$ cat src/hw/rtl/asf_mul.sv
`timescale 1ns / 1ps
// ----------------------------------------------------------------------------
// asf_mul
// Shared unsigned multiplier with a registered product.
// ----------------------------------------------------------------------------
module asf_mul (
    input  logic        aclk,
    input  logic [32:0] a,
    input  logic [31:0] b,
    output logic [64:0] p
);
    logic [64:0] p_reg;

    always_ff @(posedge aclk) begin
        p_reg <= 65'(a) * 65'(b);
    end

    assign p = p_reg;
endmodule

$ cat config.mk
export PLATFORM = sky130hd
export DESIGN_NAME = asf_mul
export DESIGN_NICKNAME = d
export VERILOG_FILES = /design/src/hw/rtl/asf_mul.sv
export SDC_FILE = /design/constraint.sdc
export NUM_CORES = 2
export LEC_CHECK = 0
export BUFFER_PORTS_ARGS = -buffer_cell sky130_fd_sc_hd__clkbuf_2
export CELL_PAD_IN_SITES_DETAIL_PLACEMENT = 1
export CELL_PAD_IN_SITES_GLOBAL_PLACEMENT = 1
export CORE_MARGIN = 1.5
export CORE_UTILIZATION = 47
export CTS_CLUSTER_SIZE = 25
export DETAILED_ROUTE_END_ITERATION = 6
export GPL_TIMING_DRIVEN = 1
export PLACE_DENSITY = 0.87
export RECOVER_POWER = 100
export SKIP_LAST_GASP = 1
export SLEW_MARGIN = 20
export SYNTH_ARGS = -nofsm -noshare
export SYNTH_HDL_FRONTEND = slang
export SYNTH_SLANG_ARGS = --single-unit
$ cat constraint.sdc
create_clock -name aclk -period 9 [get_ports aclk]
set_clock_uncertainty 0.05 [all_clocks]
set_input_delay 1.8 -clock aclk [delete_from_list [all_inputs] [get_ports aclk]]
set_output_delay 1.8 -clock aclk [all_outputs]
set_load 0.02 [all_outputs]
== Word level (Yosys, flattened, before mapping) ==
Index checks and enable logic that the tools add are counted.
Storage, ports and cells
  register bits after elaboration: 65
  output and inout port bits: 65
  word-level logic and storage cells: 2
Cells by class
  multipliers: 1
Operators with widths (count)
  $mul 33x32->65: 1

== Longest topological paths before layout ==
  depth in word-level cells: 1
  depth in mapped cells: 27

== Worst setup path after synthesis ==
Ideal clock, no wire load.
  path type: in2reg
  start: input a[28]
  end: register p_reg[61], in the netlist p[61]
  arrival time: 8.308 ns
  stages on the path: 26
  required time: 8.812 ns
  setup slack: 0.504 ns
  library setup time: 0.138 ns
  cells stage by stage: clkbuf_1 > nand2_1 > fa_1 > inv_1 > fa_1 > fa_1 > inv_1 > fa_1 > inv_1 > fa_1 > fa_1 > fa_1 > inv_1 > fa_1 > inv_1 > ha_1 > clkbuf_1 > and4_1 > nand2b_1 > a2bb2oi_1 > o21ai_0 > a211oi_2 > o31ai_4 > a41o_1 > nor4b_1 > a311oi_1
On the way
  longest elaborated chain between the ends: 1
RTL lines
  start, declared: line 8  | input logic [32:0] a,
  $mul 33x32->65: line 15  | p_reg <= 65'(a) * 65'(b);
  end signal, assigned: line 15
  end, declared: line 12  | logic [64:0] p_reg;
Every way passes these cells.

== Worst setup path in the final report ==
  start: input a[30]
  end: register p_reg[54], in the netlist p[54]
Same word-level chain as after synthesis.

==> results.py <==
metrics = {
    "run_status": {
        "run_status": "complete, no violations",
    },
    "floorplanning": {
        "floorplan.io_pins": 131,
        "chipWidth_um": 278,
        "placementRows": 100,
        "dieArea_um2": 77300,
        "chipHeight_um": 278,
        "floorplan.initialDensity_pct": 47.6,
        "placeableCoreArea_um2": 74700,
    },
    "place": {
        "number_of_cells_in_the_design_after_placement": 5001,
        "buffers_on_ports": 130,
        "globalplace.congestion": 0.915,
        "post-dp-hpwl_um": 108000,
    },
    "global_route": {
        "grt_antenna_before_repair": 4,
        "grt_pass1_vias": 34500,
        "grt_max_degree": 34,
        "total_global_routing_overflow": 0,
        "grt_pass1_wl_um": 195000,
        "grt_use_total_pct": 33.4,
    },
    "worst_setup_path": {
        "critical_path_arrival_ns": 9.09,
        "timing.critical_path.required_ns": 9.20,
        "end_kind": "flip-flop",
        "worstSetupEndpoint": "p[54]",
        "worst_path_max_delay_cell": "fa_1",
        "worst_path_most_repeated_cell": "fa_1",
        "cp_max_fo": 18,
        "timing.critical_path.from": "a[30]",
        "worst_setup_path_start_kind": "input port",
        "critPathKind": "input port to flip-flop",
        "cp_slowest_stage_delay_ns": 0.56,
    },
    "sta": {
        "period_share_pct": 98.8,
        "maxSlewViolCount": 0,
        "report.final.hold_viol_count": 0,
        "setup_viol_count_final": 0,
        "period_needed_ns": 8.89,
        "rsz0062_at_grt": "yes",
        "worst_pin_slew_ns": 0.927,
        "worst_slew_margin_rel_pct": 38.2,
        "clock.fmax_mhz": 112,
    },
    "finish": {
        "drive_gt1_share_pct": 7.63,
        "mostFrequentLayoutCell": "inv_1",
        "area.growth.synth_to_final_pct": 9.10,
        "n_fill_cell": 8627,
        "fin_nets": 5299,
        "largest_register_ffs": 65,
        "mostFrequentLayoutCells": "930 x inv_1, 926 x fa_1, 632 x nand2_1, 487 x and2_1, 261 x ha_1",
        "final_cells": 5019,
    },
    "detailed_routing": {
        "final_antenna_net_count": 0,
        "routedWlPerCell_um": 25.0,
        "number_of_drc_violations_after_detailed_routing_iteration_0": 1622,
        "via_count": 28600,
        "dr.pass1.iters": 6,
        "routed_wirelength_um": 125000,
        "vias_per_cell": 5.70,
        "drc": 0,
    },
    "clock_network": {
        "cts.path.max_buffers": 2,
        "clock_sink_count": 65,
        "worst_setup_hold_path_clk_slew_ns": 0.07,
        "cts-root-buf": "clkbuf_16",
        "numCtsBuffers": 9,
        "clock_tree_from_tritoncts": "yes",
        "ctsHtreeMaxLevel": 3,
    },
    "min_path": {
        "timing.hold.worst.class": "input port to flip-flop",
    },
    "synth": {
        "syn_area_per_cell_um2": 9.05,
        "synth.cell_area_um2": 35600,
        "synth_edf_count": 0,
        "synth_seq_cells": 65,
        "post_synth_inst_count": 3929,
        "ys_async_sr_fraction_pct": 0,
        "synth_fp_nets": 5185,
        "yosys.area.top_type": "fa_1",
        "yosysWarningCount": 0,
        "synth_top_area_share_pct": 52.1,
        "synth_seq_area_share_pct": 3.66,
        "netlist_top_cells_area": "fa_1 52%, inv_1 9.8%, ha_1 9.3%, and2_1 8.6%, nand2_1 6.7%",
        "synth-main-ff-cell": "dfxtp_1",
        "yosys.cell_types.count": 67,
    },
    "flow_run": {
        "max-cap-violations": 0,
    },
}
==> how the worst min path moves through the flow <==
stage / start / to / slack, ns / cells after the start
after floorplan: b[0] / p[0] / 1.88 / 1
final: a[0] / p[0] / 2.12 / 3
after CTS: a[0] / p[0] / 2.08 / 3
after global placement: p[2] / p[2] / 2.16 / 1
after detailed placement: p[13] / p[13] / 2.17 / 1
after global routing: a[0] / p[0] / 2.14 / 3
==> cells by family (layout without fill, tap and decap cells) <==
group	count (synthesis)	in the layout	share of synthesized area, %
AND/OR/NAND/NOR	1246	1246	17.2
adder cells (fa/ha/maj)	1190	1190	61.4
buffers and inverters	1147	1266	12.1
AO/OA/AOI/OAI	224	224	4.17
flip-flops	65	65	3.66
XOR/XNOR	56	56	1.38
multiplexers	1	1	0.0317
other	0	2	0
==> metal layers <==
layer | vias to the layer above | GRT usage, % | wire (um)
met5 | - | 0 | 13
met4 | 2 | 24.7 | 10400
met3 | 638 | 4.99 | 6520
met2 | 1396 | 60.6 | 66500
met1 | 15000 | 35.0 | 42000
li1 | 11600 | - | -
==> area by class of cell <==
cell class | count | area [um^2] | area share [%]
Timing Repair Buffer | 320 | 2370 | 6.11
Inverter | 930 | 3490 | 9.00
Clock buffer | 10 | 239 | 0.616
Sequential cell | 65 | 1300 | 3.35
Multi-Input combinational cell | 2717 | 30100 | 77.6
Antenna cell | 2 | 5.00 | 0.0129
Tap cell | 969 | 1210 | 3.13
Clock inverter | 6 | 90.1 | 0.232
==> metrics by stage <==
| step | setup TNS [ns] | cell area (um^2) | utilization, % | worst slack, ns | hold WS [ns] |
|---|---|---|---|---|---|
| 2_1_floorplan | 0 | 35600 | - | 0.504 | 1.88 |
| 3_3_place_gp | -1.04 | 38400 | 51.4 | -0.315 | 2.16 |
| 3_5_place_dp | -5.43 | 38400 | 51.4 | -0.591 | 2.17 |
| 4_1_cts | -0.0199 | 38700 | 51.8 | -0.0199 | 2.08 |
| 5_1_grt | -0.179 | 38800 | 51.9 | -0.0829 | 2.14 |
| 6_report | 0 | 38800 | 51.9 | 0.109 | 2.12 |
==> Yosys cell counts, drive strengths merged (8+ instances only) <==
| cell | instances |
|---|---|
| a21o | 27 |
| a21oi | 81 |
| o21bai | 18 |
| xor2 | 23 |
| nor3 | 12 |
| nand4 | 13 |
| and3 | 9 |
| dfxtp | 65 |
| a31oi | 8 |
| inv | 930 |
| and2 | 492 |
| nor2 | 37 |
| clkbuf | 213 |
| xnor2 | 33 |
| fa | 926 |
| nand2 | 632 |
| ha | 264 |
| nand3 | 20 |
| o21ai | 38 |
| a211oi | 8 |
==> worst max-delay path: cells and delay by family <==
family / cells / cell delay (ns)
simple gates: 2 / 0.25
buf+inv: 8 / 1.02
compound gates: 6 / 1.54
fa+ha+maj: 9 / 4.47
==> timing repair <==
item / in CTS / in global routing
endpoints found under the setup margin: 6 / 19
hold endpoints to repair: 0 / 0
gates cloned: 0 / 0
pin swaps: 1 / 3
hold buffers: 0 / 0
gates resized for setup: 5 / 57
buffers inserted: 0 / 0
Power is not shown: default switching activity piles up to over one toggle a cycle in this logic, so the estimate is an artifact.
