===== src/hw/rtl/asf_sqrt.sv =====
`timescale 1ns / 1ps
// ----------------------------------------------------------------------------
// asf_sqrt
// Digit-by-digit integer square root of a 64-bit value, two bits per cycle.
// ----------------------------------------------------------------------------
module asf_sqrt (
    input  logic        aclk,
    input  logic        aresetn,
    input  logic        start,
    input  logic [63:0] rad,
    output logic        done,
    output logic [31:0] root
);
    logic        busy_reg, busy_next;
    logic        done_reg, done_next;
    logic [63:0] n_reg, n_next;
    logic [63:0] res_reg, res_next;
    logic [63:0] bit_reg, bit_next;
    logic [63:0] trial;

    assign trial = res_reg + bit_reg;

    always_comb begin
        busy_next = busy_reg;
        done_next = 1'b0;
        n_next    = n_reg;
        res_next  = res_reg;
        bit_next  = bit_reg;
        if (start) begin
            busy_next = 1'b1;
            n_next    = rad;
            res_next  = '0;
            bit_next  = 64'd1 << 62;
        end else if (busy_reg) begin
            if (n_reg >= trial) begin
                n_next   = n_reg - trial;
                res_next = (res_reg >> 1) + bit_reg;
            end else begin
                res_next = res_reg >> 1;
            end
            bit_next = bit_reg >> 2;
            if (bit_reg[0]) begin
                busy_next = 1'b0;
                done_next = 1'b1;
            end
        end
    end

    always_ff @(posedge aclk) begin
        if (!aresetn) begin
            busy_reg <= 1'b0;
            done_reg <= 1'b0;
        end else begin
            busy_reg <= busy_next;
            done_reg <= done_next;
        end
        n_reg   <= n_next;
        res_reg <= res_next;
        bit_reg <= bit_next;
    end

    assign done = done_reg;
    assign root = res_reg[31:0];
endmodule


===== config.mk =====
export PLATFORM = sky130hd
export DESIGN_NAME = asf_sqrt
export DESIGN_NICKNAME = d
export VERILOG_FILES = /design/src/hw/rtl/asf_sqrt.sv
export SDC_FILE = /design/constraint.sdc
export NUM_CORES = 1
export LEC_CHECK = 0
export BUFFER_PORTS_ARGS = -buffer_cell sky130_fd_sc_hd__buf_2
export CAP_MARGIN = 10
export CORE_AREA = 2 2 186 188
export CTS_CLUSTER_SIZE = 8
export DETAILED_ROUTE_END_ITERATION = 8
export DIE_AREA = 0 0 188 190
export GPL_TIMING_DRIVEN = 0
export SLEW_MARGIN = 20
export SYNTH_ARGS = -nofsm -noshare
export SYNTH_HDL_FRONTEND = slang
export SYNTH_SLANG_ARGS = --single-unit

===== constraint.sdc =====
create_clock -name aclk -period 23 [get_ports aclk]
set_clock_uncertainty 0.05 [all_clocks]
set_input_delay 1.15 -clock aclk [delete_from_list [all_inputs] [get_ports aclk]]
set_output_delay 1.15 -clock aclk [all_outputs]
set_load 0.01 [all_outputs]

==> Word-level counts from Yosys, hierarchy flattened <==
Index checks and enable logic that the tools add are counted.
Widths: inputs -> output; s select.
{ "op_classes": {"bitwise": 2, "n_eq_ne": 0, "n_reduce_logical": 4, "div": 0, "mul": 0, "addsub": 3, "magnitude_cmp": 1, "n_shift": 0, "n_mux": 8} }
{ "ops": {"columns": ["operator", "n"], "rows": [
  ["$mux 64", 4],
  ["$add 63x63->64", 1],
  ["$add 64x63->64", 1],
  ["$ge 64x64->1", 1],
  ["$sub 64x64->64", 1],
  ["$mux 1", 4],
  ["$reduce_bool 2->1", 2],
  ["$reduce_or 3->1", 1],
  ["$not 1->1", 2],
  ["$reduce_and 2->1", 1]
]} }
{ "word_totals": {"reg_bits": 162, "latchBits": 0, "word_cells": 23, "mem_bits_ro": 0, "ramBits": 0, "n_memories": 0} }

==> Longest topological paths before layout <==
{ "logic_depth": {"depth_word": 5, "mapped_depth": 26} }

==> Worst setup path after synthesis <==
OpenSTA, ideal clock, no wires.
{ "synth_timing": {"kind": "register to register", "from": "register res_reg[2]", "to": "register n_reg[0], enable pin", "t_arrival_ps": 9400, "path_stages_with_launch": 26, "setup_time_ps": 574, "path_buffers": 4, "synth_period_minus_slack_ps": 10025, "path_slack_ps": 12975, "cell_sequence": "dfxtp_1 ha_1 a31o_2 a21o_1 a31oi_1 o21ai_1 a211oi_1 o21a_1 o21bai_1 a31oi_1 o21ai_0 xnor2_1 ha_1 clkbuf_1 nand2_1 o21ai_1 a21oi_1 o21ai_1 a21oi_1 o21ai_0 a21oi_1 and2_4 buf_6 buf_6 buf_2 o21ai_0"} }
{ "synth_between": {"elab_chain_len": 4} }
{ "synth_lines": {"columns": ["item", "line", "text"], "rows": [
  ["start: declaration", "17", "logic [63:0] res_reg, res_next;"],
  ["start signal: assignment", "58", "res_reg <= res_next;"],
  ["$add 64x63->64", "21", "assign trial = res_reg + bit_reg;"],
  ["$ge 64x64->1", "35", "if (n_reg >= trial) begin"],
  ["$reduce_bool 2->1 (no source line)", null, null],
  ["$reduce_and 2->1 (no source line)", null, null],
  ["end signal: assignment", "57", "n_reg <= n_next;"],
  ["end: declaration", "16", "logic [63:0] n_reg, n_next;"]
]} }
No other way between the ends.
A chain may end at the register's enable or synchronous reset.

==> Final worst setup path <==
{ "layout_timing": {"from": "register res_reg[2]", "to": "register n_reg[45], enable pin"} }
Same word-level chain as after synthesis.

==> flow_summary_export.csv <==
group,metric,value,unit
outcome,status,"finished, final reports clean",
sta,hold_ws,497,ps
sta,tightest_slew,1080,ps
finish,post_layout_nonfiller_instances,2547,
clock_network,cts_tree,"built",
global_route,antenna_found_initial,0,
worst_setup_path,crit_type,"reg2reg",
drt,first_iter_violations,1034,
clock_network,clk_latency,460,ps
sta,rsz0062_at_grt,"no",
sta,slew_violations,0,
power_and_ir_drop,p_leak,6.56,nW
finish,drive_gt1_share,10.5,%
sta,slew_headroom,27.8,%
place,port_buffers,98,
clock_network,htree_levels,4,
floorplanning,dieArea,0.0357,mm²
clock_network,clk_pin_slew,80,ps
power_and_ir_drop,clkPwrFrac,17.8,%
clock_network,post_cts_buffers,0,
yosys,ys.flop_type,"dfxtp_1",
run,cap_violations,0,
worst_setup_path,cp-start-kind,"register",
floorplanning,dieWidth,188,µm
power_and_ir_drop,seq_power_share,24.4,%
yosys,syn_inst,1958,
clock_network,cts_made_buffers,17,
sta,setup_viol,0,
yosys,synth-seq-cells,162,
global_route,grt_pass1_vias,14757,
power_and_ir_drop,intPower,0.938,mW
drt,drcViolationCount,0,
worst_setup_path,end_kind,"register",
worst_setup_path,worstPathArrival,8750,ps
floorplanning,die_h,190,µm
sta,post-route-period-util,37.6,%
global_route,grt_first_pass_wirelength,82900,µm
place,gp_congestion,0.975,
yosys,synth_warnings,0,
sta,fin_tns_setup,0,ps
yosys,avgSynthCellArea,7.82,µm²
finish,areaGrowthSynthToFinish,11.6,%
sta,min_period,8640,ps
sta,max_freq,0.116,GHz
place,dp_cells,2514,
drt,via_per_inst,6.06,
drt,drtAntennaViolNets,0,
clock_network,clock_path_buffers,2,
power_and_ir_drop,p_sw,0.827,mW
floorplanning,pin_count,100,
clock_network,holdBufCountCts,0,
sta,hold_viol_final,0,
worst_setup_path,crit_buf_inv,6,
clock_network,cts.sinks,162,
clock_network,ctsResizeCount,0,
floorplanning,std_cell_rows,68,
global_route,grt_start_max_net_pins,22,
drt,first_pass_iters,6,
power_and_ir_drop,ir_drop,0.0653,mV
worst_setup_path,slowest_delay,670,ps
power_and_ir_drop,powerDensity,103,mW/mm²
yosys,synth.distinct_cells,81,
global_route,grt_util_all_layers,30.0,%
worst_setup_path,path_max_fanout,18,
power_and_ir_drop,p_comb_share,57.8,%
clock_network,cts-root-buf,"clkbuf_16",
floorplanning,coreArea,0.0339,mm²
drt,routed_wirelength,54100,µm
hold_path,hold_class,"reg2reg",
place,dpl.hpwl,41600,µm
yosys,netlist_area,0.0153,mm²
worst_setup_path,crit_family,"compound AO/OA/AOI/OAI gates",
finish,fillers,3397,
power_and_ir_drop,switching_share,46.9,%
yosys,synth_edf_count,64,
drt,wl_per_cell,21.2,µm
drt,vias,15435,
yosys,synth-seq-area-share,25.4,%
floorplanning,start_util,45.1,%
yosys,synthesis.nets,2156,
finish,num-nets-final,2276,
global_route,grt_overflow,0,
worst_setup_path,required,23110,ps
yosys,synthArstFlopShare,0,%
worst_setup_path,cpMaxStageDelayCell,"a211oi_1",
==> final timing paths <==
| kind | startpoint | endpoint | slack, ps | cells after the start |
|---|---|---|---|---|
| setup / recovery | res_reg[2]$_SDFFE_PP0P_ | n_reg[45]$_DFFE_PP_ | 14360 | 25 |
| hold / removal | res_reg[0]$_SDFFE_PP0P_ | res_reg[0]$_SDFFE_PP0P_ | 500 | 2 |
| setup reg to reg | res_reg[2]$_SDFFE_PP0P_ | n_reg[45]$_DFFE_PP_ | 14360 | 25 |
| hold reg to reg | res_reg[0]$_SDFFE_PP0P_ | res_reg[0]$_SDFFE_PP0P_ | 500 | 2 |
==> stage by stage <==
stage               power [mW]  utilization (%)  worst slack (ps)  area, µm²
floorplan                 1.15                -             12980      15300
global placement          1.43             48.2              7520      16400
detailed placement        1.43             48.5             14480      16500
CTS                       1.75             50.3             14440      17100
global route              1.89             50.3             14000      17100
finish                    1.77             50.3             14360      17100
==> final cells by class <==
type / count / area, µm² / area share (%)
Sequential cell: 162 / 3880 / 22.7
Clock inverter: 14 / 176 / 1.03
Buffer: 143 / 694 / 4.06
Tap cell: 455 / 569 / 3.33
Timing Repair Buffer: 101 / 573 / 3.35
Inverter: 29 / 109 / 0.637
Multi-Input combinational cell: 1624 / 10600 / 62.3
Clock buffer: 18 / 439 / 2.57
Antenna cell: 1 / 2.50 / 0.0146
==> cells in the mapped netlist, types with 14 or more instances <==
library cell	n	area, µm²
xor2_1	65	569
nand4_1	43	269
inv_1	28	105
dfxtp_1	98	1960
clkbuf_1	83	312
nor2_1	199	747
a211oi_1	34	255
a31oi_1	63	394
o21ai_0	157	786
a311oi_1	23	201
mux2i_1	46	460
o21a_1	15	113
ha_1	130	1630
a21oi_1	146	731
nand3_1	46	230
buf_4	34	255
o21bai_1	40	300
nor3_1	34	170
a21o_1	44	330
xnor2_1	82	718
edfxtp_1	64	1920
or3_1	16	100
o31ai_1	19	143
nand2_1	221	830
nand2b_1	14	87.6
==> power by group through the flow <==
stage	clock [mW]	combinational, mW	sequential [mW]
after detailed placement	0	0.999	0.436
after global placement	0	0.984	0.443
after global routing	0.330	1.12	0.438
after floorplan	0	0.730	0.421
final	0.315	1.02	0.431
after CTS	0.319	1.01	0.430
==> cell usage in the layout, fill, tap and decap left out, types with 43 or more instances in the layout <==
master	instances
xnor2_1	82
nand3_1	46
nand2_1	221
xor2_1	65
edfxtp_1	64
clkbuf_1	82
a21o_1	44
buf_2	109
ha_1	130
mux2i_1	46
nor2_1	199
dfxtp_1	98
a31oi_1	63
o21ai_0	156
nand4_1	43
a21oi_1	146
==> metal layers <==
layer,vias up,global-route usage (%),part of all wire (%)
li1,7493,-,-
met3,99,3.74,5.5
met5,-,0,0
met2,556,50.8,48
met1,7287,37.9,43
met4,0,13.9,4.0
==> cells by family (layout without fill, tap and decap cells) <==
group / after synthesis / in the layout / synth area share (%)
AOI/OAI and AO/OA: 648 / 648 / 27.5
xor gates and xnor gates: 147 / 147 / 8.41
adders and majority gates: 131 / 131 / 10.8
buffers and inverters: 172 / 305 / 5.24
DFF: 162 / 162 / 25.4
muxes: 53 / 53 / 3.52
other: 0 / 1 / 0
and+or+nand+nor: 645 / 645 / 19.3
==> worst reg2reg max path, cell delays in order (launching register included) <==
cell and delay (ps):
dfxtp_1 460, ha_1 310, a31o_2 270, a21o_1 180, a31oi_1 480, o21ai_1 290, a211oi_1 670, o21a_1 380
o21bai_1 220, a31oi_1 540, o21bai_1 160, xnor2_1 450, ha_1 190, clkbuf_1 270, nand4_1 190, nor2_1 240
nand3_1 170, nor4_1 510, o211ai_2 400, and2_4 290, buf_6 150, buf_6 170, buf_2 240, o21ai_4 600
buf_16 240, buf_16 180
Note: power is estimated with default switching activity, not from simulation.
