===== src/hw/rtl/asf_pkg.sv =====
`timescale 1ns / 1ps
// ----------------------------------------------------------------------------
// asf_pkg
// Shared types, constants and helper functions of the arrive steering follower.
// ----------------------------------------------------------------------------
package asf_pkg;

    localparam int FRAC_BITS = 16;
    localparam int CFG_AW    = 5;
    localparam int DIV_QW    = 34;
    localparam int SAT_W     = 51;

    localparam logic [49:0] STEP_MASK = (50'd1 << FRAC_BITS) - 50'd1;

    localparam logic [1:0] ACT_TICK = 2'd0;
    localparam logic [1:0] ACT_JUMP = 2'd1;
    localparam logic [1:0] ACT_MOVE = 2'd2;

    localparam logic [2:0] REG_SLOW_RADIUS = 3'd0;
    localparam logic [2:0] REG_MAX_SPEED   = 3'd1;
    localparam logic [2:0] REG_MAX_STEER   = 3'd2;
    localparam logic [2:0] REG_STOP_SPEED  = 3'd3;
    localparam logic [2:0] REG_STOP_RADIUS = 3'd4;

    typedef struct packed {
        logic [1:0]         action;
        logic signed [31:0] goal_x;
        logic signed [31:0] goal_y;
        logic [17:0]        tick_delta;
    } asf_in_t;

    typedef struct packed {
        logic signed [31:0] pos_x;
        logic signed [31:0] pos_y;
    } asf_out_t;

    typedef struct packed {
        logic [30:0] slow_radius;
        logic [30:0] max_speed;
        logic [30:0] max_steer;
        logic [30:0] stop_speed;
        logic [30:0] stop_radius;
    } asf_cfg_t;

    typedef enum logic [4:0] {
        ST_IDLE,
        ST_DIFF,
        ST_DSQ_X,
        ST_DSQ_Y,
        ST_DSUM,
        ST_DSTOP,
        ST_VSQ_X,
        ST_VSQ_Y,
        ST_VSUM,
        ST_VCMP,
        ST_DROOT,
        ST_SPD_MUL,
        ST_SPD_DIV,
        ST_SPD_WAIT,
        ST_DES,
        ST_SCL_MUL,
        ST_SCL_DIV,
        ST_SCL_WAIT,
        ST_STEER,
        ST_SSQ_X,
        ST_SSQ_Y,
        ST_SSUM,
        ST_SCMP,
        ST_SROOT,
        ST_UPDATE,
        ST_STEP_X,
        ST_STEP_Y,
        ST_STEP_END,
        ST_DONE
    } asf_state_t;

    function automatic logic [32:0] abs33(input logic signed [32:0] v);
        return v[32] ? 33'(-v) : 33'(v);
    endfunction

    function automatic logic signed [31:0] sat32(input logic signed [SAT_W-1:0] v);
        logic signed [SAT_W-1:0] hi;
        logic signed [SAT_W-1:0] lo;
        hi = $signed({{(SAT_W-32){1'b0}}, 32'h7fff_ffff});
        lo = $signed({{(SAT_W-32){1'b1}}, 32'h8000_0000});
        if (v > hi) begin
            return 32'sh7fff_ffff;
        end else if (v < lo) begin
            return 32'sh8000_0000;
        end
        return v[31:0];
    endfunction

endpackage


===== src/hw/rtl/asf_div.sv =====
`timescale 1ns / 1ps
// ----------------------------------------------------------------------------
// asf_div
// Restoring divider, one quotient bit per cycle, quotient known to be narrow.
// ----------------------------------------------------------------------------
module asf_div (
    input  logic                       aclk,
    input  logic                       aresetn,
    input  logic                       start,
    input  logic [63:0]                num,
    input  logic [32:0]                den,
    output logic                       done,
    output logic [asf_pkg::DIV_QW-1:0] quo
);
    import asf_pkg::*;

    logic              busy_reg, busy_next;
    logic              done_reg, done_next;
    logic [5:0]        cnt_reg, cnt_next;
    logic [32:0]       rem_reg, rem_next;
    logic [DIV_QW-1:0] low_reg, low_next;
    logic [32:0]       den_reg, den_next;
    logic [33:0]       trial;
    logic              fits;

    assign trial = {rem_reg, low_reg[DIV_QW-1]};
    assign fits  = trial >= {1'b0, den_reg};

    always_comb begin
        busy_next = busy_reg;
        done_next = 1'b0;
        cnt_next  = cnt_reg;
        rem_next  = rem_reg;
        low_next  = low_reg;
        den_next  = den_reg;
        if (start) begin
            busy_next = 1'b1;
            cnt_next  = 6'(DIV_QW);
            rem_next  = 33'(num[63:DIV_QW]);
            low_next  = num[DIV_QW-1:0];
            den_next  = den;
        end else if (busy_reg) begin
            rem_next = fits ? 33'(trial - {1'b0, den_reg}) : trial[32:0];
            low_next = {low_reg[DIV_QW-2:0], fits};
            cnt_next = cnt_reg - 6'd1;
            if (cnt_reg == 6'd1) begin
                busy_next = 1'b0;
                done_next = 1'b1;
            end
        end
    end

    always_ff @(posedge aclk) begin
        if (!aresetn) begin
            busy_reg <= 1'b0;
            done_reg <= 1'b0;
            cnt_reg  <= '0;
        end else begin
            busy_reg <= busy_next;
            done_reg <= done_next;
            cnt_reg  <= cnt_next;
        end
        rem_reg <= rem_next;
        low_reg <= low_next;
        den_reg <= den_next;
    end

    assign done = done_reg;
    assign quo  = low_reg;
endmodule


===== config.mk =====
export PLATFORM = sky130hd
export DESIGN_NAME = asf_div
export DESIGN_NICKNAME = d
export VERILOG_FILES = /design/src/hw/rtl/asf_pkg.sv /design/src/hw/rtl/asf_div.sv
export SDC_FILE = /design/constraint.sdc
export NUM_CORES = 1
export LEC_CHECK = 0
export BUFFER_PORTS_ARGS = -buffer_cell sky130_fd_sc_hd__buf_2
export CORE_AREA = 3 3 108 110
export DETAILED_ROUTE_END_ITERATION = 8
export DIE_AREA = 0 0 111 113
export PLACE_DENSITY_LB_ADDON = 0.2
export SYNTH_ARGS = -nofsm -noshare
export SYNTH_HDL_FRONTEND = slang
export SYNTH_SLANG_ARGS = --single-unit

===== constraint.sdc =====
create_clock -name aclk -period 5.03 [get_ports aclk]
set_input_delay 0.7545 -clock aclk [delete_from_list [all_inputs] [get_ports aclk]]
set_output_delay 0.7545 -clock aclk [all_outputs]
set_load 0.01 [all_outputs]

Yosys cells after proc, flatten, opt, wreduce, memory -nomap -nowiden

Index checks and enable logic that the tools add are counted.

Register bits: 108
Output and inout bits: 35
Logic and storage cells: 28

Add/sub/neg operators: 2
Order comparisons: 1
Equal/unequal tests: 1
Muxes and demuxes: 11
Bitwise operators: 2
Reduce and logical (&&, ||, !) cells: 3

Operators with widths:

| cell                                                                   | count |
|---|---|
| 34-bit 2-to-1 mux                                                      | 2 |
| 30-bit 2-to-1 mux                                                      | 2 |
| 34-bit by 33-bit greater-or-equal comparator with 1-bit output         | 1 |
| 33-bit 2-to-1 mux                                                      | 1 |
| 33-bit subtractor                                                      | 1 |
| 6-bit 2-to-1 mux                                                       | 2 |
| 6-bit by 1-bit equality test with 1-bit output (second input constant) | 1 |
| 6-bit by 1-bit subtractor with 6-bit output (second input constant)    | 1 |
| 1-bit 2-to-1 mux                                                       | 4 |
| 3-bit OR reduction                                                     | 1 |
| 1-bit NOT                                                              | 2 |
| 2-bit nonzero test                                                     | 1 |
| 2-bit OR reduction                                                     | 1 |

Logic depth before layout (Yosys ltp)

Gate-level depths: netlist (run 1).

Word-level depth: 4
Depth in mapped cells: 15

Worst setup path after synthesis (run 1)

OpenSTA, ideal clock, no wires.

Path type: input port to flip-flop
From: input port start
To: register low_reg[0], in the netlist quo[0] (enable)
Library setup time: 0.424 ns
Data arrival time: 2.992 ns
Required time: 4.606 ns
Path slack: 1.615 ns
Cell stages on the path: 5
Buffers on the path: 3
Cell sequence: clkbuf_1 clkinv_1 clkbuf_1 clkbuf_1 nand2_1

Word-level cells in the longest chain between the ends: 1

Ends and longest elaborated chain:

| item                                | RTL line      | RTL |
|---|---|---|
| start: declaration                  | asf_div.sv:9  | `input logic start,` |
| 2-bit nonzero test (no source line) | --            |  |
| end signal: assignment              | asf_div.sv:64 | `low_reg <= low_next;` |
| end: declaration                    | asf_div.sv:21 | `logic [DIV_QW-1:0] low_reg, low_next;` |

No other way between the ends.
A chain may end at the register's enable or synchronous reset.

Worst setup path in the final report (run 1)

From: register low_reg[33], in the netlist quo[33]
To: register rem_reg[16], data pin

Word-level cells in the longest chain between the ends: 4
Elaborated cells between the ends (all ways): 5

Ends and longest elaborated chain:

| item                                                                                                       | RTL line                     | RTL |
|---|---|---|
| 33-bit subtractor / 34-bit by 33-bit greater-or-equal comparator with 1-bit output (equally long branches) | asf_div.sv:43, asf_div.sv:27 |  |
| 33-bit 2-to-1 mux (*)                                                                                      | asf_div.sv:43                | `rem_next = fits ? 33'(trial - {1'b0, den_reg}) : trial[32:0];` |
| 30-bit 2-to-1 mux (*)                                                                                      | asf_div.sv:42                | `end else if (busy_reg) begin` |
| 30-bit 2-to-1 mux (*)                                                                                      | asf_div.sv:36                | `if (start) begin` |
| net rem_next[16]                                                                                           | asf_div.sv:20                | `logic [32:0] rem_reg, rem_next;` |
| end signal: assignment                                                                                     | asf_div.sv:63                | `rem_reg <= rem_next;` |
| end: declaration                                                                                           | asf_div.sv:20                |  |

Mark *: on every way through the listed nets, which the timed path passes. The rest lies on a longest branch. The select of a mux whose other input is x is not followed.

==> impl_metrics.toml, run 1 <==
[logic_synthesis]
syn_nets = 759
synthCells = 623
syn_area_um2 = 6440
synth_cell_types = 59
synth_top_area_cell = "edfxtp_1"
ys_seq_area_share_pct = 48.7
synthArstFlopShare_pct = 0
synth.area.top_cells = "edfxtp_1, ha_1, mux2_2"
yosysTopAreaCellShare_pct = 45.2
syn_avg_cell_area_um2 = 10.3
ys_seq_elements = 108
synth_ff_type = "edfxtp_1"
yosysWarnings = 0
synth-edff-count = 97

[power_and_ir_drop]
p_int_mw = 1.81
leakage_nw = 3.14
p_per_area_nw_per_um2 = 380
power_mw = 2.81
pwr-share-seq_pct = 42.2
pwr-share-clk_pct = 19.1
switchingPower_mw = 1.00
pwr-share-comb_pct = 38.7
vdd_drop_max_mv = 0.275
switching_share_pct = 35.7

[routing]
route.detailed.drc = 0
avgViaCountPerCell = 5.78
drt_pass1_iterations = 5
ant_nets = 0
via_count = 5154
first_iter_violations = 340
drt-total-wl_mm = 14.9
wl_per_cell_um = 16.7

[hold_path]
min_path_type = "input port to flip-flop"

[cts]
numCtsBuffers = 9
cts-htree-levels = 3
path_clk_slew_ns = 0.10
cts_root_buffer = "clkbuf_8"
cts_tree = "yes"
insertion_delay_ns = 0.39
cts_sinks = 108
cts_hold_buf = 0
cts.repair_timing.setup_buffer_count = 0
clock_path_buffers = 2
ctsResizeCount = 0

[sta]
period_share_pct = 79.9
setup_ws_ns = 1.01
finalCriticalPeriod_ns = 4.02
setup_viol_count_final = 0
finalHoldViolations = 0
skew_ns = 0.0149
rsz0062_at_grt = "no"
maxSlewViolCount = 0
whs_ns = 0.530
worst_pin_slew_ns = 1.20
relSlewSlack_pct = 20.1
fmax_mhz = 249
finalSetupTns_ns = 0

[placement]
dp_slack_ns = 1.03
portBuffers = 134
routabilityCongestion = 0.907
dp_hpwl_mm = 10.8
placed_cell_area_um2 = 7200

[global_route]
grt.overflow.total = 0
grt_pass1_vias = 5131
grt_use_total_pct = 24.2
grt_max_degree = 62
antenna_found_initial = 0
grt_pass1_wl_mm = 24.5

[cells_and_area]
antennaDiodeCount = 0
most-common-layout-cells = "buf_2, edfxtp_1, nor2_1"
drive_above_1_share_pct = 27.1
design_area_um2 = 7400
final_common_cell = "buf_2"
final_nets = 883
largest_reg_flops = 34
layout-area-overhead-vs-synth_pct = 15.0

[critical_path]
required_ns = 5.24
ff2ff_setup_slack_ns = 1.01
arrival_ns = 4.23
critPathKind = "flip-flop to flip-flop"
crit_path_end_kind = "flip-flop"
start_kind = "flip-flop"
crit_path_max_fanout = 32

[floorplan]
io-pin-count = 135
die-width_um = 111
num_rows = 38
dieArea_um2 = 12500
initial_utilization_pct = 59.6
core_area_um2 = 10800
die_h_um = 113

[job]
drv_cap = 0

[outcome]
status = "completed"
==> power by group through the flow <==
| stage | registers (mW) | logic, mW | clock network [mW] |
|---|---|---|---|
| floorplan | 1.21 | 0.804 | 0 |
| global placement | 1.20 | 1.04 | 0 |
| detailed placement | 1.20 | 1.07 | 0 |
| CTS | 1.19 | 1.08 | 0.558 |
| global route | 1.20 | 1.21 | 0.591 |
| finish | 1.19 | 1.09 | 0.538 |
==> cells by family after synthesis <==
kind of cell    Yosys count  share of synthesized area [%]
xor+xnor                 19                           2.59
fa+ha+maj                36                           7.11
buf+inv                  77                           4.92
flops                   108                           48.7
compound gates          152                           15.8
mux                      40                           6.92
simple gates            191                           14.0
==> synth_stat cells (4+ instances only) <==
| cell type | instances |
|---|---|
| nor4_1 | 6 |
| xnor2_1 | 17 |
| and3_1 | 5 |
| nor2_1 | 60 |
| o21ai_0 | 23 |
| a21oi_1 | 35 |
| inv_1 | 48 |
| buf_2 | 4 |
| nor3_1 | 18 |
| a2bb2oi_1 | 4 |
| nand4_1 | 8 |
| a211oi_1 | 4 |
| clkbuf_1 | 17 |
| or3_1 | 8 |
| nand3_1 | 13 |
| o211ai_1 | 9 |
| edfxtp_1 | 97 |
| nand2_1 | 54 |
| o21bai_1 | 5 |
| and4_1 | 4 |
| a21o_1 | 16 |
| a31oi_1 | 16 |
| nor2b_1 | 4 |
| o21a_1 | 8 |
| ha_1 | 35 |
| mux2i_1 | 4 |
| o21ai_1 | 5 |
| buf_4 | 4 |
| mux2_2 | 36 |
| dfxtp_1 | 11 |
==> cell type report <==
class	count	area (µm²)
fillers	859	3390
flip-flops and latches	108	3130
multi-input cells	438	2990
repair buffers	140	718
inverters	50	188
well taps	140	175
clock buffers	10	128
clock inverters	6	70.1
==> metrics by stage <==
| step | std cells | util [%] |
|---|---|---|
| 6_report | 892 | 68.6 |
| 2_1_floorplan | 623 | - |
| 4_1_cts | 892 | 68.6 |
| 3_5_place_dp | 876 | 66.8 |
| 5_1_grt | 892 | 68.6 |
| 3_3_place_gp | 876 | 66.8 |
==> worst paths after layout <==
kind	from	end	cells past startpoint
setup reg to reg	quo[33]	rem_reg[16]	12
hold reg to reg	rem_reg[29]	rem_reg[30]	2
hold / removal	den[19]	den_reg[19]	1
setup / recovery	quo[33]	rem_reg[16]	12
==> per-layer routing <==
layer	wire length (µm)	vias up	share of wire, %	GRT usage, %
li1	-	2545	-	-
met4	167	0	1.1	5.83
met5	0	-	0	0
met1	6420	2417	43	31.1
met2	7170	180	48	40.4
met3	1150	12	7.7	7.70
==> critical path, stage by stage, from the launching register on <==
cell and delay (ns):
edfxtp_1 0.43, inv_1 0.08, ha_1 0.16, inv_1 0.05, fa_1 0.42, a21oi_2 0.20, o211ai_1 0.16, a221oi_2 0.46
nor2_1 0.09, o21a_1 0.37, or2_1 0.73, and4_1 0.45, nor4_2 0.25
Note: power is estimated with default switching activity, not from simulation.
==> inputs of run 2 (changes only) <==
--- a/config.mk
+++ b/config.mk
@@ -6,9 +6,9 @@
 export NUM_CORES = 1
 export LEC_CHECK = 0
 export BUFFER_PORTS_ARGS = -buffer_cell sky130_fd_sc_hd__buf_2
-export CORE_AREA = 3 3 108 110
+export CORE_AREA = 3 3 118 120
 export DETAILED_ROUTE_END_ITERATION = 8
-export DIE_AREA = 0 0 111 113
+export DIE_AREA = 0 0 121 123
 export PLACE_DENSITY_LB_ADDON = 0.2
 export SYNTH_ARGS = -nofsm -noshare
 export SYNTH_HDL_FRONTEND = slang
==> constraint.sdc (replaced) <==
create_clock -name aclk -period 3.5 [get_ports aclk]
set_input_delay 0.525 -clock aclk [delete_from_list [all_inputs] [get_ports aclk]]
set_output_delay 0.525 -clock aclk [all_outputs]
set_load 0.01 [all_outputs]
==> run 2 against run 1 <==
Compared with the run above:
- first-iteration DRC count rose by 28%
- clock-buffer cell count did not move
- worst hold slack got worse by 0.20 ns
- global-route usage fell by 1.8 points
- final area rose by 2.9%
- sequential share of layout area fell by 1.2 points
- clock skew fell by 0.0059 ns
- clock power rose by 88%
- core utilization fell by 10 points
- flip-flop and latch count did not move
- wire length rose by 7.0%
- critical path type unchanged
==> impl_metrics.toml, run 2 (same netlist as run 1, synthesis figures left out) <==
[outcome]
status = "completed"

[global_route]
grt_pass1_vias = 5264
grt.overflow.total = 0
grt_pass1_wl_mm = 26.5
grt_use_total_pct = 22.4
grt_max_degree = 73
antenna_found_initial = 0

[placement]
dp_slack_ns = 0.199
portBuffers = 134
dp_hpwl_mm = 11.5
routabilityCongestion = 0.899

[sta]
skew_ns = 0.00902
relSlewSlack_pct = 44.7
worst_pin_slew_ns = 0.830
setup_viol_count_final = 0
fmax_mhz = 303
finalHoldViolations = 0
maxSlewViolCount = 0
finalCriticalPeriod_ns = 3.30
period_share_pct = 94.2
setup_ws_ns = 0.204
rsz0062_at_grt = "yes"

[power_and_ir_drop]
switchingPower_mw = 1.54
p_per_area_nw_per_um2 = 571
pwr-share-seq_pct = 39.3
pwr-share-clk_pct = 23.3
p_int_mw = 2.81
pwr-share-comb_pct = 37.4
vdd_drop_max_mv = 0.325
switching_share_pct = 35.4
leakage_nw = 3.22

[cts]
cts_tree = "yes"
path_clk_slew_ns = 0.08
numCtsBuffers = 9
cts-htree-levels = 3
cts_root_buffer = "clkbuf_16"
insertion_delay_ns = 0.36
clock_path_buffers = 2
cts_hold_buf = 0
cts_sinks = 108

[hold_path]
hold_start = "den[9]"
hold_end = "den_reg[9]"
min_path_type = "input port to flip-flop"
hold_depth = 1

[floorplan]
num_rows = 42
die_h_um = 123
dieArea_um2 = 14900
die-width_um = 121
io-pin-count = 135
core_area_um2 = 13100
initial_utilization_pct = 49.2

[critical_path]
required_ns = 3.69
ff2ff_setup_slack_ns = 0.20
r2r_start = "quo[33]"
r2r_end = "rem_reg[24]"
path_common_cell = "inv_1"
max_stage_delay_ns = 0.42
arrival_ns = 3.49
cpMaxStageDelayCell = "edfxtp_1"
critPathKind = "flip-flop to flip-flop"
rr_worst_depth = 13
crit_path_max_fanout = 4
path_cells = "inv_1 > ha_1 > inv_1 > fa_1 > a21oi_2 > o211ai_1 > a221oi_2 > buf_4 > o22ai_1 > a221oi_4 > o21ai_1 > or3_1 > a32oi_1"
crit_path_end_kind = "flip-flop"
start_kind = "flip-flop"

[cells_and_area]
final_nets = 891
antennaDiodeCount = 0
layout-area-overhead-vs-synth_pct = 18.3
most-common-layout-cells = "buf_2, edfxtp_1, nor2_1"
fin_util_pct = 58.2
final_common_cell = "buf_2"
largest_reg_flops = 34
drive_above_1_share_pct = 28.0

[routing]
drt_pass1_iterations = 5
avgViaCountPerCell = 5.65
ant_nets = 0
route.detailed.drc = 0
first_iter_violations = 434
wl_per_cell_um = 17.0
drt-total-wl_mm = 15.9
via_count = 5284

[job]
drv_cap = 0
run 2: cell types whose count changed in the layout (fill, tap and decap cells not counted), sizes merged:
cell | previous run | this run
buf | 140 | 148
clkinv | 4 | 2
inv | 51 | 53
bufinv | 1 | 0
clkinvlp | 0 | 1
run 2: worst max path at each step:
stage | startpoint | end | slack (ns)
after CTS | quo[33] | rem_reg[24] | 0.16
after floorplan | start | quo[0] | 0.31
after global placement | quo[33] | rem_reg[24] | 0.27
final | quo[33] | rem_reg[24] | 0.20
after global routing | quo[33] | rem_reg[24] | -0.006
after detailed placement | quo[33] | rem_reg[24] | 0.20
run 2: power groups by stage:
| stage | Combinational, mW | Clock (mW) | Sequential [mW] |
|---|---|---|---|
| 3_3_place_gp | 1.58 | 0 | 1.73 |
| 5_1_grt | 1.82 | 1.10 | 1.73 |
| 4_1_cts | 1.62 | 1.05 | 1.71 |
| 6_report | 1.63 | 1.01 | 1.71 |
| 3_5_place_dp | 1.61 | 0 | 1.73 |
| 2_1_floorplan | 1.16 | 0 | 1.73 |
run 2: critical path: cells and delay by family (launching register included):
family	cells	cell delay [ns]
adders and majority gates	2	0.58
AOI/OAI and AO/OA	7	1.48
buffers and inverters	3	0.32
and+or+nand+nor	1	0.33
DFF	1	0.42
run 2: cell type report:
class                           count  area (µm²)
Clock buffer                       10         229
Clock inverter                      6        56.3
Multi-Input combinational cell    438        3000
Sequential cell                   108        3130
Inverter                           50         188
Fill cell                        1143        5470
Tap cell                          176         220
Timing Repair Buffer              148         791
run 2: repair_timing:
item	in CTS	in global routing
endpoints found under the hold margin	0	0
endpoints found under the setup margin	0	3
resized for setup	0	2
setup buffers	0	0
run 2: per-stage QoR:
| stage | hold WS, ns | area (µm²) | TNS [ns] | instances | power, mW |
|---|---|---|---|---|---|
| 2_1_floorplan | 0.467 | 6440 | 0 | 623 | 2.89 |
| 3_3_place_gp | 0.499 | 7320 | 0 | 920 | 3.31 |
| 3_5_place_dp | 0.509 | 7320 | 0 | 920 | 3.34 |
| 4_1_cts | 0.315 | 7610 | 0 | 936 | 4.38 |
| 5_1_grt | 0.313 | 7620 | -0.00594 | 936 | 4.66 |
| 6_report | 0.333 | 7620 | 0 | 936 | 4.35 |
run 2: layer usage:
| layer | vias to the layer above | share of wire, % | global-route usage (%) |
|---|---|---|---|
| li1 | 2573 | - | - |
| met1 | 2506 | 46 | 30.0 |
| met2 | 187 | 46 | 36.0 |
| met3 | 18 | 7.1 | 5.72 |
| met4 | 0 | 1.7 | 7.01 |
| met5 | - | 0 | 0 |
